$ cat src/rtl/ldq_pkg.sv
// Shared constants, codes and types for the linear array deque.
package ldq_pkg;

    localparam int DEPTH_DEFAULT = 16;
    localparam int DATA_W        = 32;
    localparam int CAP_W         = 5;
    localparam int ACT_W         = 2;
    localparam int STAT_W        = 2;

    localparam logic [CAP_W-1:0] CAP_RESET = 5'd16;

    // Request codes
    localparam logic [ACT_W-1:0] ACT_INS_FRONT = 2'd0;
    localparam logic [ACT_W-1:0] ACT_DEL_FRONT = 2'd1;
    localparam logic [ACT_W-1:0] ACT_INS_REAR  = 2'd2;
    localparam logic [ACT_W-1:0] ACT_DEL_REAR  = 2'd3;

    // Result codes
    localparam logic [STAT_W-1:0] STAT_OK      = 2'd0;
    localparam logic [STAT_W-1:0] STAT_REFUSED = 2'd1;
    localparam logic [STAT_W-1:0] STAT_UNDER   = 2'd2;

    // Controller to datapath commands
    typedef struct packed {
        logic exec;     // perform the presented request this edge
        logic cfg_we;   // load the capacity register
    } ctl_cmd_t;

endpackage

$ cat src/rtl/ldq_ctrl.sv
// Request sequencer for the linear array deque.
module ldq_ctrl
(
    input  logic             clk,
    input  logic             rst_n,
    input  logic             start,
    input  logic             cfg_valid,
    output logic             busy,
    output logic             done,
    output logic             cfg_ready,
    output ldq_pkg::ctl_cmd_t cmd
);

    typedef enum logic [1:0] {
        S_IDLE = 2'b01,
        S_RESP = 2'b10
    } state_t;

    state_t state_reg;
    state_t state_next;

    always_comb
    begin
        case (state_reg)
            S_IDLE:  state_next = start ? S_RESP : S_IDLE;
            S_RESP:  state_next = S_IDLE;
            default: state_next = S_IDLE;
        endcase
    end

    always_ff @(posedge clk or negedge rst_n)
    begin
        if (!rst_n)
        begin
            state_reg <= S_IDLE;
        end
        else
        begin
            state_reg <= state_next;
        end
    end

    assign busy       = (state_reg != S_IDLE);
    assign done       = (state_reg == S_RESP);
    assign cfg_ready  = (state_reg == S_IDLE);
    assign cmd.exec   = (state_reg == S_IDLE) && start;
    assign cmd.cfg_we = (state_reg == S_IDLE) && cfg_valid;

endmodule

$ cat src/rtl/ldq_dp.sv
// Datapath: slot memory, front/rear indices, capacity and result registers.
module ldq_dp
#(
    parameter int DEPTH = ldq_pkg::DEPTH_DEFAULT
)
(
    input  logic                       clk,
    input  logic                       rst_n,
    input  ldq_pkg::ctl_cmd_t          cmd,
    input  logic [ldq_pkg::ACT_W-1:0]  action,
    input  logic signed [ldq_pkg::DATA_W-1:0] item,
    input  logic [ldq_pkg::CAP_W-1:0]  cfg_data,
    output logic [ldq_pkg::STAT_W-1:0] status,
    output logic signed [ldq_pkg::DATA_W-1:0] removed_item
);

    localparam int IDX_W = $clog2(DEPTH);
    localparam int CW    = (IDX_W + 1 > ldq_pkg::CAP_W) ? IDX_W + 1 : ldq_pkg::CAP_W;

    logic [ldq_pkg::DATA_W-1:0] mem [DEPTH];

    logic [IDX_W-1:0] front_reg, front_next;
    logic [IDX_W-1:0] rear_reg,  rear_next;
    logic             empty_reg, empty_next;
    logic [ldq_pkg::CAP_W-1:0] cap_reg;

    logic [ldq_pkg::STAT_W-1:0] status_reg, status_next;
    logic                       del_ok_reg, del_ok_next;
    logic [ldq_pkg::DATA_W-1:0] rd_data_reg;

    logic             we;
    logic [IDX_W-1:0] wr_addr;
    logic [IDX_W-1:0] rd_addr;

    logic [CW-1:0] cap_ext;
    logic [CW-1:0] cap_eff;
    logic [CW-1:0] rear_inc;
    logic          rear_full;
    logic          same_slot;

    // Capacity clamped to 1..DEPTH
    assign cap_ext  = CW'(cap_reg);
    assign cap_eff  = (cap_ext == '0) ? CW'(1) :
                      (cap_ext > CW'(DEPTH)) ? CW'(DEPTH) : cap_ext;
    assign rear_inc = CW'(rear_reg) + CW'(1);
    assign rear_full = (rear_inc >= cap_eff);
    assign same_slot = (front_reg == rear_reg);

    always_comb
    begin
        front_next  = front_reg;
        rear_next   = rear_reg;
        empty_next  = empty_reg;
        we          = 1'b0;
        wr_addr     = front_reg;
        rd_addr     = front_reg;
        status_next = ldq_pkg::STAT_OK;
        del_ok_next = 1'b0;
        case (action)
            ldq_pkg::ACT_INS_FRONT:
            begin
                if (empty_reg)
                begin
                    we         = 1'b1;
                    wr_addr    = '0;
                    front_next = '0;
                    rear_next  = '0;
                    empty_next = 1'b0;
                end
                else if (front_reg != '0)
                begin
                    we         = 1'b1;
                    wr_addr    = front_reg - IDX_W'(1);
                    front_next = front_reg - IDX_W'(1);
                end
                else
                begin
                    status_next = ldq_pkg::STAT_REFUSED;
                end
            end
            ldq_pkg::ACT_DEL_FRONT:
            begin
                if (empty_reg)
                begin
                    status_next = ldq_pkg::STAT_UNDER;
                end
                else
                begin
                    del_ok_next = 1'b1;
                    rd_addr     = front_reg;
                    if (same_slot)
                    begin
                        empty_next = 1'b1;
                        front_next = '0;
                        rear_next  = '0;
                    end
                    else
                    begin
                        front_next = front_reg + IDX_W'(1);
                    end
                end
            end
            ldq_pkg::ACT_INS_REAR:
            begin
                if (empty_reg)
                begin
                    we         = 1'b1;
                    wr_addr    = '0;
                    front_next = '0;
                    rear_next  = '0;
                    empty_next = 1'b0;
                end
                else if (rear_full)
                begin
                    status_next = ldq_pkg::STAT_REFUSED;
                end
                else
                begin
                    we        = 1'b1;
                    wr_addr   = rear_reg + IDX_W'(1);
                    rear_next = rear_reg + IDX_W'(1);
                end
            end
            ldq_pkg::ACT_DEL_REAR:
            begin
                if (empty_reg)
                begin
                    status_next = ldq_pkg::STAT_UNDER;
                end
                else
                begin
                    del_ok_next = 1'b1;
                    rd_addr     = rear_reg;
                    if (same_slot)
                    begin
                        empty_next = 1'b1;
                        front_next = '0;
                        rear_next  = '0;
                    end
                    else
                    begin
                        rear_next = rear_reg - IDX_W'(1);
                    end
                end
            end
            default:
            begin
                status_next = ldq_pkg::STAT_OK;
            end
        endcase
    end

    // Control state
    always_ff @(posedge clk or negedge rst_n)
    begin
        if (!rst_n)
        begin
            front_reg <= '0;
            rear_reg  <= '0;
            empty_reg <= 1'b1;
            cap_reg   <= ldq_pkg::CAP_RESET;
        end
        else
        begin
            if (cmd.exec)
            begin
                front_reg <= front_next;
                rear_reg  <= rear_next;
                empty_reg <= empty_next;
            end
            if (cmd.cfg_we)
            begin
                cap_reg <= cfg_data;
            end
        end
    end

    // Slot memory, registered read
    always_ff @(posedge clk)
    begin
        if (cmd.exec && we)
        begin
            mem[wr_addr] <= item;
        end
        if (cmd.exec)
        begin
            rd_data_reg <= mem[rd_addr];
        end
    end

    // Result payload
    always_ff @(posedge clk)
    begin
        if (cmd.exec)
        begin
            status_reg <= status_next;
            del_ok_reg <= del_ok_next;
        end
    end

    assign status       = status_reg;
    assign removed_item = del_ok_reg ? rd_data_reg : '0;

endmodule

$ cat src/rtl/linear_array_deque.sv
// Top level of the linear array deque: controller, datapath and checks.
//
//  channel   ports                              handshake
//  -------   --------------------------------   ----------------------------
//  request   start, action, item                start && !busy at clk edge
//  result    done, status, removed_item         done, one cycle, no stall
//  config    cfg_valid, cfg_ready, cfg_data     cfg_valid && cfg_ready
//
// For each request, the accept edge updates the indices, writes the slot
// and captures the memory read; the next cycle shows the result with done
// high while busy holds off the next request. The result waits on the
// registered read port of the slot memory.
// rst_n clears the indices to an empty queue and capacity to 16; slot
// contents stay undefined until written. Results cannot be stalled.
// Capacity is written only while idle (cfg_ready is low during a result).
module linear_array_deque
#(
    parameter int DEPTH = ldq_pkg::DEPTH_DEFAULT
)
(
    input  logic                        clk,
    input  logic                        rst_n,
    // request
    input  logic                        start,
    output logic                        busy,
    input  logic [ldq_pkg::ACT_W-1:0]   action,
    input  logic signed [ldq_pkg::DATA_W-1:0] item,
    // result
    output logic                        done,
    output logic [ldq_pkg::STAT_W-1:0]  status,
    output logic signed [ldq_pkg::DATA_W-1:0] removed_item,
    // capacity register
    input  logic                        cfg_valid,
    output logic                        cfg_ready,
    input  logic [ldq_pkg::CAP_W-1:0]   cfg_data
);

    ldq_pkg::ctl_cmd_t cmd;

    // Sequencer: accepts requests and config writes, strobes results
    ldq_ctrl u_ctrl
    (
        .clk       (clk),
        .rst_n     (rst_n),
        .start     (start),
        .cfg_valid (cfg_valid),
        .busy      (busy),
        .done      (done),
        .cfg_ready (cfg_ready),
        .cmd       (cmd)
    );

    // Indices, slot memory and the result registers
    ldq_dp #(
        .DEPTH (DEPTH)
    ) u_dp
    (
        .clk          (clk),
        .rst_n        (rst_n),
        .cmd          (cmd),
        .action       (action),
        .item         (item),
        .cfg_data     (cfg_data),
        .status       (status),
        .removed_item (removed_item)
    );

    // Every accepted request produces a result on the next cycle
    a_req_result: assert property (@(posedge clk) disable iff (!rst_n)
        (start && !busy) |=> done)
        else $error("accepted request gave no result");

    // Each done strobe is followed by done low
    a_single_strobe: assert property (@(posedge clk) disable iff (!rst_n)
        done |=> !done)
        else $error("result strobe lasted more than one cycle");

    // A failed request returns a zero word
    a_removed_zero: assert property (@(posedge clk) disable iff (!rst_n)
        (done && status != ldq_pkg::STAT_OK) |-> (removed_item == '0))
        else $error("failed request returned a word");

    // No capacity write while a result is on the ports
    a_cfg_idle: assert property (@(posedge clk) disable iff (!rst_n)
        done |-> !cfg_ready)
        else $error("config accepted during a result");

endmodule

$ cat config.mk
export PLATFORM = sky130hd
export DESIGN_NAME = linear_array_deque
export DESIGN_NICKNAME = d
export VERILOG_FILES = /design/src/rtl/ldq_pkg.sv /design/src/rtl/ldq_ctrl.sv /design/src/rtl/ldq_dp.sv /design/src/rtl/linear_array_deque.sv
export SDC_FILE = /design/constraint.sdc
export NUM_CORES = 1
export LEC_CHECK = 0
export ABC_CLOCK_PERIOD_IN_PS = 6650
export BUFFER_PORTS_ARGS = -buffer_cell sky130_fd_sc_hd__buf_2
export CELL_PAD_IN_SITES_DETAIL_PLACEMENT = 0
export CELL_PAD_IN_SITES_GLOBAL_PLACEMENT = 2
export CORE_MARGIN = 2
export CORE_UTILIZATION = 48
export CTS_CLUSTER_DIAMETER = 40
export DETAILED_ROUTE_END_ITERATION = 10
export PLACE_DENSITY_LB_ADDON = 0.1
export REMOVE_ABC_BUFFERS = 1
export SKIP_CTS_REPAIR_TIMING = 1
export SYNTH_ARGS = -nofsm -noshare
export SYNTH_HDL_FRONTEND = slang
export SYNTH_SLANG_ARGS = --single-unit
$ cat constraint.sdc
create_clock -name clk -period 6.65 [get_ports clk]
set_input_delay 0.9975 -clock clk [delete_from_list [all_inputs] [get_ports clk]]
set_output_delay 0.9975 -clock clk [all_outputs]
set_load 0.01 [all_outputs]
# Word level (Yosys, flattened, before mapping)
# Memory sizes are Yosys's and may differ from the RTL's. A register that Yosys moved wholly into a read port is not among the register bits.
# Cells that the tools add are included.
[word_totals] n_memories=1 in_bits=43 output_inout_bits=37 regBits=19 elab_cells=79 mem_bits_rw=512
[op_classes] n_lt_le_gt_ge=2 reduce_logical=10 n_addsub=5 n_eq_ne=14 mux=40
[mem_list] name="u_dp.mem" depth=16 word_bits=32 read_ports=1 rd_ports_with_merged_regs=1 wr=1 line_no="ldq_dp.sv:20" source="logic [ldq_pkg::DATA_W-1:0] mem [DEPTH];"
[ops] operator="4-bit two-way mux" n=15
[ops] operator="32-bit two-way mux" n=1
[ops] operator="4-bit case mux with 4 select lines" n=2
[ops] operator="1-bit two-way mux" n=11
[ops] operator="2-bit two-way mux" n=5
[ops] operator="5-bit two-way mux" n=2
[ops] operator="2-bit by 1-bit != test with 1-bit output, second input constant" n=5
[ops] operator="4-bit by 1-bit adder with 4-bit output, second input constant" n=2
[ops] operator="4-bit case mux with 2 select lines" n=1
[ops] operator="4-bit by 1-bit subtractor with 4-bit output, second input constant" n=2
[ops] operator="2-bit equality test, second input constant" n=3
[ops] operator="2-bit case mux with 3 select lines" n=1
[ops] operator="6-bit AND reduction" n=1
[ops] operator="4-bit by 1-bit adder with 5-bit output, second input constant" n=1
[ops] operator="5-bit >= comparator" n=1
[ops] operator="5-bit greater-than comparator, second input constant" n=1
[ops] operator="5-bit zero test" n=1
[ops] operator="5-bit AND reduction" n=1
[ops] operator="2-bit by 1-bit equality test with 1-bit output, second input constant" n=2
[ops] operator="4-bit equality test" n=1
[ops] operator="2-bit != test, second input constant" n=2
[ops] operator="1-bit case mux with 2 select lines" n=2
[ops] operator="4-bit nonzero test" n=1
[ops] operator="2-bit OR reduction" n=2
[ops] operator="other kinds (3)" n=5

# Logic depth before layout (Yosys ltp)
# Gate-level depths: netlist of run 1.
[depth] word_depth=10 ltp_mapped=10 ltp_nobuf=10

# Hierarchy
# Synthesis of run 1 repeated with hierarchy kept, for this count alone.
[unflattened] hier_cells=1680 hier_area_um2=23017.1
[by_module_without_submodules] module="ldq_dp" instances=1 seq_area_each_um2=16778.6 cells_each=1671 area_each_um2=22914.5
[by_module_without_submodules] module="ldq_ctrl" instances=1 seq_area_each_um2=51.3 cells_each=9 area_each_um2=102.6

# Worst setup path after synthesis of run 1
# No wires, ideal clock.
[synth_path] path_type="register to register" start="register u_dp.rear_reg[0]" end="memory u_dp.mem[6][0] (netlist bit) (enable)" t_arrival_ns=3.775 path_buffers=0 setup_slack_ns=2.454 path_stages_with_launch=10 period_less_slack_ns=4.196 setup_ns=0.421 cell_sequence="dfrtp_1 -> ha_1 -> xor2_1 -> ha_1 -> nand2_1 -> o21a_1 -> o21ai_0 -> a311oi_1 -> or3b_4 -> nor2_1"
[synth_between] elab_chain_cells=8
[synth_rtl] element="from (decl)" line_no="ldq_dp.sv:23" source="logic [IDX_W-1:0] rear_reg, rear_next;"
[synth_rtl] element="from (signal assigned)" line_no="ldq_dp.sv:168" source="rear_reg <= rear_next;"
[synth_rtl] element="4-bit by 1-bit adder with 5-bit output" line_no="ldq_dp.sv:45" source="assign rear_inc = CW'(rear_reg) + CW'(1);"
[synth_rtl] element="5-bit >= comparator" line_no="ldq_dp.sv:46" source="assign rear_full = (rear_inc >= cap_eff);"
[synth_rtl] element="1-bit two-way mux" line_no="ldq_dp.sv:113" source="else if (rear_full)"
[synth_rtl] element="1-bit two-way mux" line_no="ldq_dp.sv:105" source="if (empty_reg)"
[synth_rtl] element="1-bit case mux with 2 select lines" line_no="ldq_dp.sv:59" source="case (action)"
[synth_rtl] element="1-bit logical AND" line_no="ldq_dp.sv:181" source="if (cmd.exec && we)"
[synth_rtl] element="1-bit two-way mux" line_no="ldq_dp.sv:181"
[synth_rtl] element="1-bit two-way mux (not written as such)" line_no="ldq_dp.sv:183" source="mem[wr_addr] <= item;"
[synth_rtl] element="to (decl)" line_no="ldq_dp.sv:20"
# Several ways; a longest one is shown, not always the timed one.

# Worst setup path in the final report of run 1
[layout_path] start="register u_dp.rear_reg[0]" end="memory u_dp.mem[10][5] (netlist bit) (enable)"
# The elaborated chain is that of the path after synthesis.

==> impl_metrics.tcl, run 1 <==
set metrics [dict create \
    status "finished, final reports clean" \
    cts_htree_levels 3 \
    slew_violations 0 \
    synth-edff-count 547 \
    layout_commonest_cell "edfxtp_1" \
    rows 80 \
    grt_pass1_vias 13423 \
    ys_seq_area_share_pct 73.5 \
    synth.distinct_cells 58 \
    routabilityCongestion 0.802 \
    cts_tree "done" \
    reg2reg_depth 10 \
    fill_cells 3849 \
    root_buffer "clkbuf_16" \
    r2r_slack_ps 2100 \
    cp_slowest_cell "nor2_4" \
    cp.arrival_ps 4830 \
    worst_slew_pin_slew_ps 1260 \
    cts_buffers 77 \
    insertion_delay_ps 600 \
    routed-via-count 13578 \
    tns_ps 0 \
    gr-total-overflow 0 \
    finalCoreUtilization_pct 56.4 \
    grt_max_degree 124 \
    crit_type "register to register" \
    start_util_pct 48.3 \
    period_needed_ps 4550 \
    place_hpwl_mm 30.2 \
    grt_antenna_before_repair 1 \
    cpPeakStageDelay_ps 880 \
    diodes 0 \
    drt-total-wl_mm 55.3 \
    worstSetupStartpointType "register" \
    synth_area_per_cell_sq_um 13.7 \
    antenna_left 0 \
    synth_cells 1672 \
    io_buffer_count 79 \
    p_per_area_mw_per_mm2 420 \
    max_freq_mhz 220 \
    required_ps 6930 \
    core_sq_mm 0.0474 \
    total_power_mw 11.2 \
    leakage_nw 9.54 \
    hold_viol 0 \
    hold_path_class "input port to async pin" \
    ys_warn_count 0 \
    final_cell_mix "edfxtp_1, nand2_1, nand3_1" \
    post_drt_wl_per_cell_microns 22.7 \
    first_iter_violations 1049 \
    fin_nets 1812 \
    multiInputGateArea_sq_mm 0.00575 \
    irDropWorstVdd_uv 294 \
    ys.flop_type "edfxtp_1" \
    fin_crit_sh_pct 68.4 \
    final_layout_size_suffix_gt1_share_pct 15.0 \
    regArea_sq_mm 0.0168 \
    slew_headroom_pct 16.1 \
    viasPerCell 5.58 \
    setup_violations 0 \
    die-height_microns 222 \
    grt_pass1_wl_mm 83.8 \
    async_flop_share_pct 2.84 \
    cp.depth 10 \
    fin_worst_skew_ps 14.9 \
    crit_fanout 21 \
    cp_cell_sequence "ha_1 -> xor2_1 -> ha_1 -> a21oi_1 -> o21a_1 -> o21ai_0 -> a311oi_1 -> nand4_1 -> nor2_4 -> buf_4" \
    cpMostUsedCell "ha_1" \
    worst_slack_ps 2100 \
    synthesis.area_sq_mm 0.0229 \
    cts.sinks 563 \
    ios 80 \
    design_area_sq_mm 0.0267 \
    largest_reg_flops 512 \
    die_area_sq_mm 0.0495 \
    grt_usage_pct 22.6 \
    r2r-start "u_dp.rear_reg[0]" \
    dp_slack_ps 2090 \
    fp.dieW_microns 222 \
    clk_path_buf_depth 3 \
    first_pass_iters 7 \
    cp-end-kind "register" \
    r2r-end "u_dp.mem[10][5]" \
    placed_cell_area_sq_mm 0.0240 \
    rsz0062_at_grt "false" \
    clk_pin_slew_ps 60 \
    path_buf_inv 1 \
    cp_top_family "simple AND/OR/NAND/NOR gates" \
    drc_errors 0 \
    area_growth_pct 16.7 \
    maxCapViolCount 0 \
    synth.ff_latch_count 563 \
]
[Yosys cell counts, types with 3 or more instances]
| cell | n | area (sq um) |
|---|---|---|
| and2_1 | 33 | 206 |
| a32oi_1 | 32 | 280 |
| edfxtp_1 | 547 | 16400 |
| dfstp_2 | 3 | 78.8 |
| dfrtp_1 | 13 | 325 |
| or3_1 | 3 | 18.8 |
| nand2_1 | 472 | 1770 |
| nor3_1 | 6 | 30.0 |
| nor2b_1 | 4 | 25.0 |
| mux2_2 | 7 | 78.8 |
| nand3b_1 | 32 | 240 |
| ha_1 | 9 | 113 |
| buf_2 | 49 | 245 |
| a21oi_1 | 11 | 55.1 |
| clkbuf_1 | 36 | 135 |
| nand3_1 | 101 | 505 |
| o221ai_1 | 32 | 280 |
| inv_1 | 9 | 33.8 |
| buf_4 | 11 | 82.6 |
| o22ai_1 | 4 | 25.0 |
| xnor2_1 | 5 | 43.8 |
| mux2i_1 | 102 | 1020 |
| o21ai_0 | 80 | 400 |
| nor2_1 | 30 | 113 |
[metrics by stage]
stage	hold slack, ps	cells
after floorplan	480	1575
after global placement	499	2296
after detailed placement	503	2296
after CTS	312	2434
after global routing	324	2434
final	337	2434
[final cells by class]
cell class	count	area share, %
clock inverter	46	2.62
clock buffer	92	7.57
tap	615	2.88
multi-input combinational	1003	21.5
sequential	563	62.9
timing repair buffer	106	2.38
inverter	9	0.126
[where the power goes]
part / internal, mW / switching, mW
clock: 2.81 / 1.53
combinational: 0.884 / 1.77
sequential: 4.14 / 0.0963
[worst max path at each step]
stage / endpoint / startpoint
floorplan: u_dp.rd_data_reg[30] / action[1]
global placement: u_dp.mem[11][23] / u_dp.rear_reg[0]
detailed placement: u_dp.mem[10][4] / u_dp.rear_reg[0]
CTS: u_dp.mem[10][5] / u_dp.rear_reg[0]
global route: u_dp.mem[11][5] / u_dp.rear_reg[0]
finish: u_dp.mem[10][5] / u_dp.rear_reg[0]
[routing by layer]
metal	up-vias	wire, microns	GRT usage (%)	share of wire [%]
li1	6353	-	-	-
met1	6812	25400	32.4	46
met2	328	26400	36.5	48
met3	85	2400	3.57	4.3
met4	0	1120	5.74	2.0
met5	-	0	0	0
[cells by family (layout without fill, tap and decap cells)]
logic type      Yosys count  in the layout  synth area share (%)
compound gates          184            184                  5.49
buf+inv                 106            253                  2.22
fa+ha+maj                 9              9                 0.491
simple gates            694            694                  13.3
mux                     109            109                  4.80
xor+xnor                  7              7                 0.268
flops                   563            563                  73.5
Power figures use the tool's default switching activity.
==> inputs of run 2 (changes only) <==
--- a/config.mk
+++ b/config.mk
@@ -5,12 +5,12 @@
 export SDC_FILE = /design/constraint.sdc
 export NUM_CORES = 1
 export LEC_CHECK = 0
-export ABC_CLOCK_PERIOD_IN_PS = 6650
+export ABC_CLOCK_PERIOD_IN_PS = 4400
 export BUFFER_PORTS_ARGS = -buffer_cell sky130_fd_sc_hd__buf_2
 export CELL_PAD_IN_SITES_DETAIL_PLACEMENT = 0
 export CELL_PAD_IN_SITES_GLOBAL_PLACEMENT = 2
 export CORE_MARGIN = 2
-export CORE_UTILIZATION = 48
+export CORE_UTILIZATION = 44
 export CTS_CLUSTER_DIAMETER = 40
 export DETAILED_ROUTE_END_ITERATION = 10
 export PLACE_DENSITY_LB_ADDON = 0.1
==> constraint.sdc (replaced) <==
create_clock -name clk -period 4.4 [get_ports clk]
set_input_delay 0.66 -clock clk [delete_from_list [all_inputs] [get_ports clk]]
set_output_delay 0.66 -clock clk [all_outputs]
set_load 0.01 [all_outputs]
==> run 2 against run 1 <==
  * The run now ends with hold timing left
  * Clock-buffer cell count is 5 lower
  * Die area is 8.9% higher
  * Clock power is 52% higher
  * Maximum frequency is 18% higher
  * Non-clock buffer count is 25 higher
  * Via count is 0.55% lower
  * First-iteration DRC count is 14% lower
  * Power is 52% higher
  * Routed wire length is 2.2% lower
  * Worst setup slack worse by 1600 ps
  * Critical path type unchanged
  * Highest routed layer unchanged
==> impl_metrics.tcl, run 2 (synthesized netlist as in run 1, its figures left out) <==
set metrics [dict create \
    post_drt_wl_per_cell_microns 21.3 \
    violations "hold timing" \
    max_freq_mhz 259 \
    layout_commonest_cell "edfxtp_1" \
    cp-end-kind "register" \
    grt_usage_pct 20.4 \
    place_hpwl_mm 31.7 \
    fill_cells 4318 \
    cp.depth 10 \
    die_area_sq_mm 0.0539 \
    cp_cell_sequence "ha_1 -> xor2_1 -> ha_1 -> a21oi_1 -> o21a_1 -> o21ai_0 -> a311oi_1 -> nand4_1 -> nor2_4 -> buf_4" \
    grt_antenna_before_repair 1 \
    status "finished, violations left" \
    root_buffer "clkbuf_16" \
    design_area_sq_mm 0.0273 \
    slew_violations 0 \
    busiest_layer "met2" \
    r2r_slack_ps 540 \
    area_growth_pct 18.9 \
    hold_path_class "input port to async pin" \
    final_layout_size_suffix_gt1_share_pct 16.4 \
    rows 83 \
    io_buffer_count 79 \
    startpoint "u_dp.rear_reg[0]" \
    worst_slew_pin_slew_ps 1050 \
    routabilityCongestion 0.793 \
    rsz0062_at_grt "false" \
    worstSetupStartpointType "register" \
    fin_worst_skew_ps 13.0 \
    diodes 0 \
    r2r-start "u_dp.rear_reg[0]" \
    clk_path_buf_depth 3 \
    die-height_microns 232 \
    grt_pass1_vias 13485 \
    first_pass_iters 5 \
    use_met2_pct 32.6 \
    placed_cell_area_sq_mm 0.0244 \
    largest_reg_flops 512 \
    cp_top_family "compound AO/OA/AOI/OAI gates" \
    grt_util_met3_pct 3.06 \
    clk_pin_slew_ps 50 \
    crit_fanout 18 \
    r2r-end "u_dp.mem[8][26]" \
    cts_tree "done" \
    leakage_nw 9.76 \
    path_buf_inv 1 \
    crit_end "u_dp.mem[8][26]" \
    cts_htree_levels 3 \
    irDropWorstVdd_uv 432 \
    p_per_area_mw_per_mm2 629 \
    total_power_mw 17.1 \
    cpMostUsedCell "ha_1" \
    dp_cells 2386 \
    cts.sinks 563 \
    period_needed_ps 3860 \
    start_util_pct 44.6 \
    viasPerCell 5.33 \
    grt_max_degree 106 \
    grt_pass1_wl_mm 82.6 \
    holdWs_ps -11.7 \
    setup_violations 0 \
    first_iter_violations 902 \
    cpPeakStageDelay_ps 590 \
    crit_type "register to register" \
    fin_nets 1841 \
    routed-via-count 13503 \
    gr-usage-met1_pct 28.9 \
    final_cell_mix "edfxtp_1, nand2_1, nand3_1" \
    drc_errors 0 \
    cts_buffers 81 \
    fin_crit_sh_pct 87.7 \
    core_sq_mm 0.0514 \
    drt-total-wl_mm 54.1 \
    ios 80 \
    slew_headroom_pct 29.8 \
    fp.dieW_microns 232 \
    antenna_left 0 \
    maxCapViolCount 0 \
    reg2reg_depth 10 \
    finalNonFillerCells 2535 \
    gr-total-overflow 0 \
    cp_slowest_cell "a311oi_1" \
    hold_viol 13 \
    insertion_delay_ps 600 \
    cp.arrival_ps 4130 \
    required_ps 4670 \
]
## run 2: report_power, final
part	leakage [nW]	switching, mW	total, mW	internal, mW
Sequential	5.13	0.145	6.40	6.25
Clock	1.36	2.40	6.61	4.21
Combinational	3.27	2.68	4.12	1.45
## run 2: final cells by class
cell class                      instances  area [sq um]  share of cell area, %
Clock buffer                           87          2070                   7.60
Clock inverter                         62           734                   2.70
Inverter                                9          33.8                  0.124
Multi-Input combinational cell       1003          5750                   21.1
Sequential cell                       563         16800                   61.8
Tap cell                              680           851                   3.12
Timing Repair Buffer                  131           986                   3.62
## run 2: metal layers
metal  part of all wire, %  vias to the layer above
met5                     0                        -
met4                   1.9                        0
met3                   4.0                       87
met2                    48                      279
met1                    46                     6718
li1                      -                     6419
## run 2: per-stage QoR
| step | hold WS [ps] | TNS (ps) | setup slack (ps) | util (%) |
|---|---|---|---|---|
| after CTS | -28.4 | 0 | 514 | 53.0 |
| after global routing | 1.92 | 0 | 65.2 | 53.0 |
| after detailed placement | 516 | 0 | 530 | 47.6 |
| after floorplan | 364 | -307920 | -9630 | - |
| after global placement | 506 | 0 | 660 | 47.6 |
| final | -11.7 | 0 | 542 | 53.0 |
## run 2: worst min-delay path by stage
stage / startpoint / end / slack, ps
final: rst_n / u_ctrl.state_reg[1] / -10
after floorplan: rst_n / u_ctrl.state_reg[1] / 360
after global routing: rst_n / u_ctrl.state_reg[1] / 2
after global placement: u_dp.cap_ext[0] / u_dp.cap_ext[0] / 510
after CTS: rst_n / u_dp.front_reg[0] / -30
after detailed placement: u_dp.cap_ext[0] / u_dp.cap_ext[0] / 520
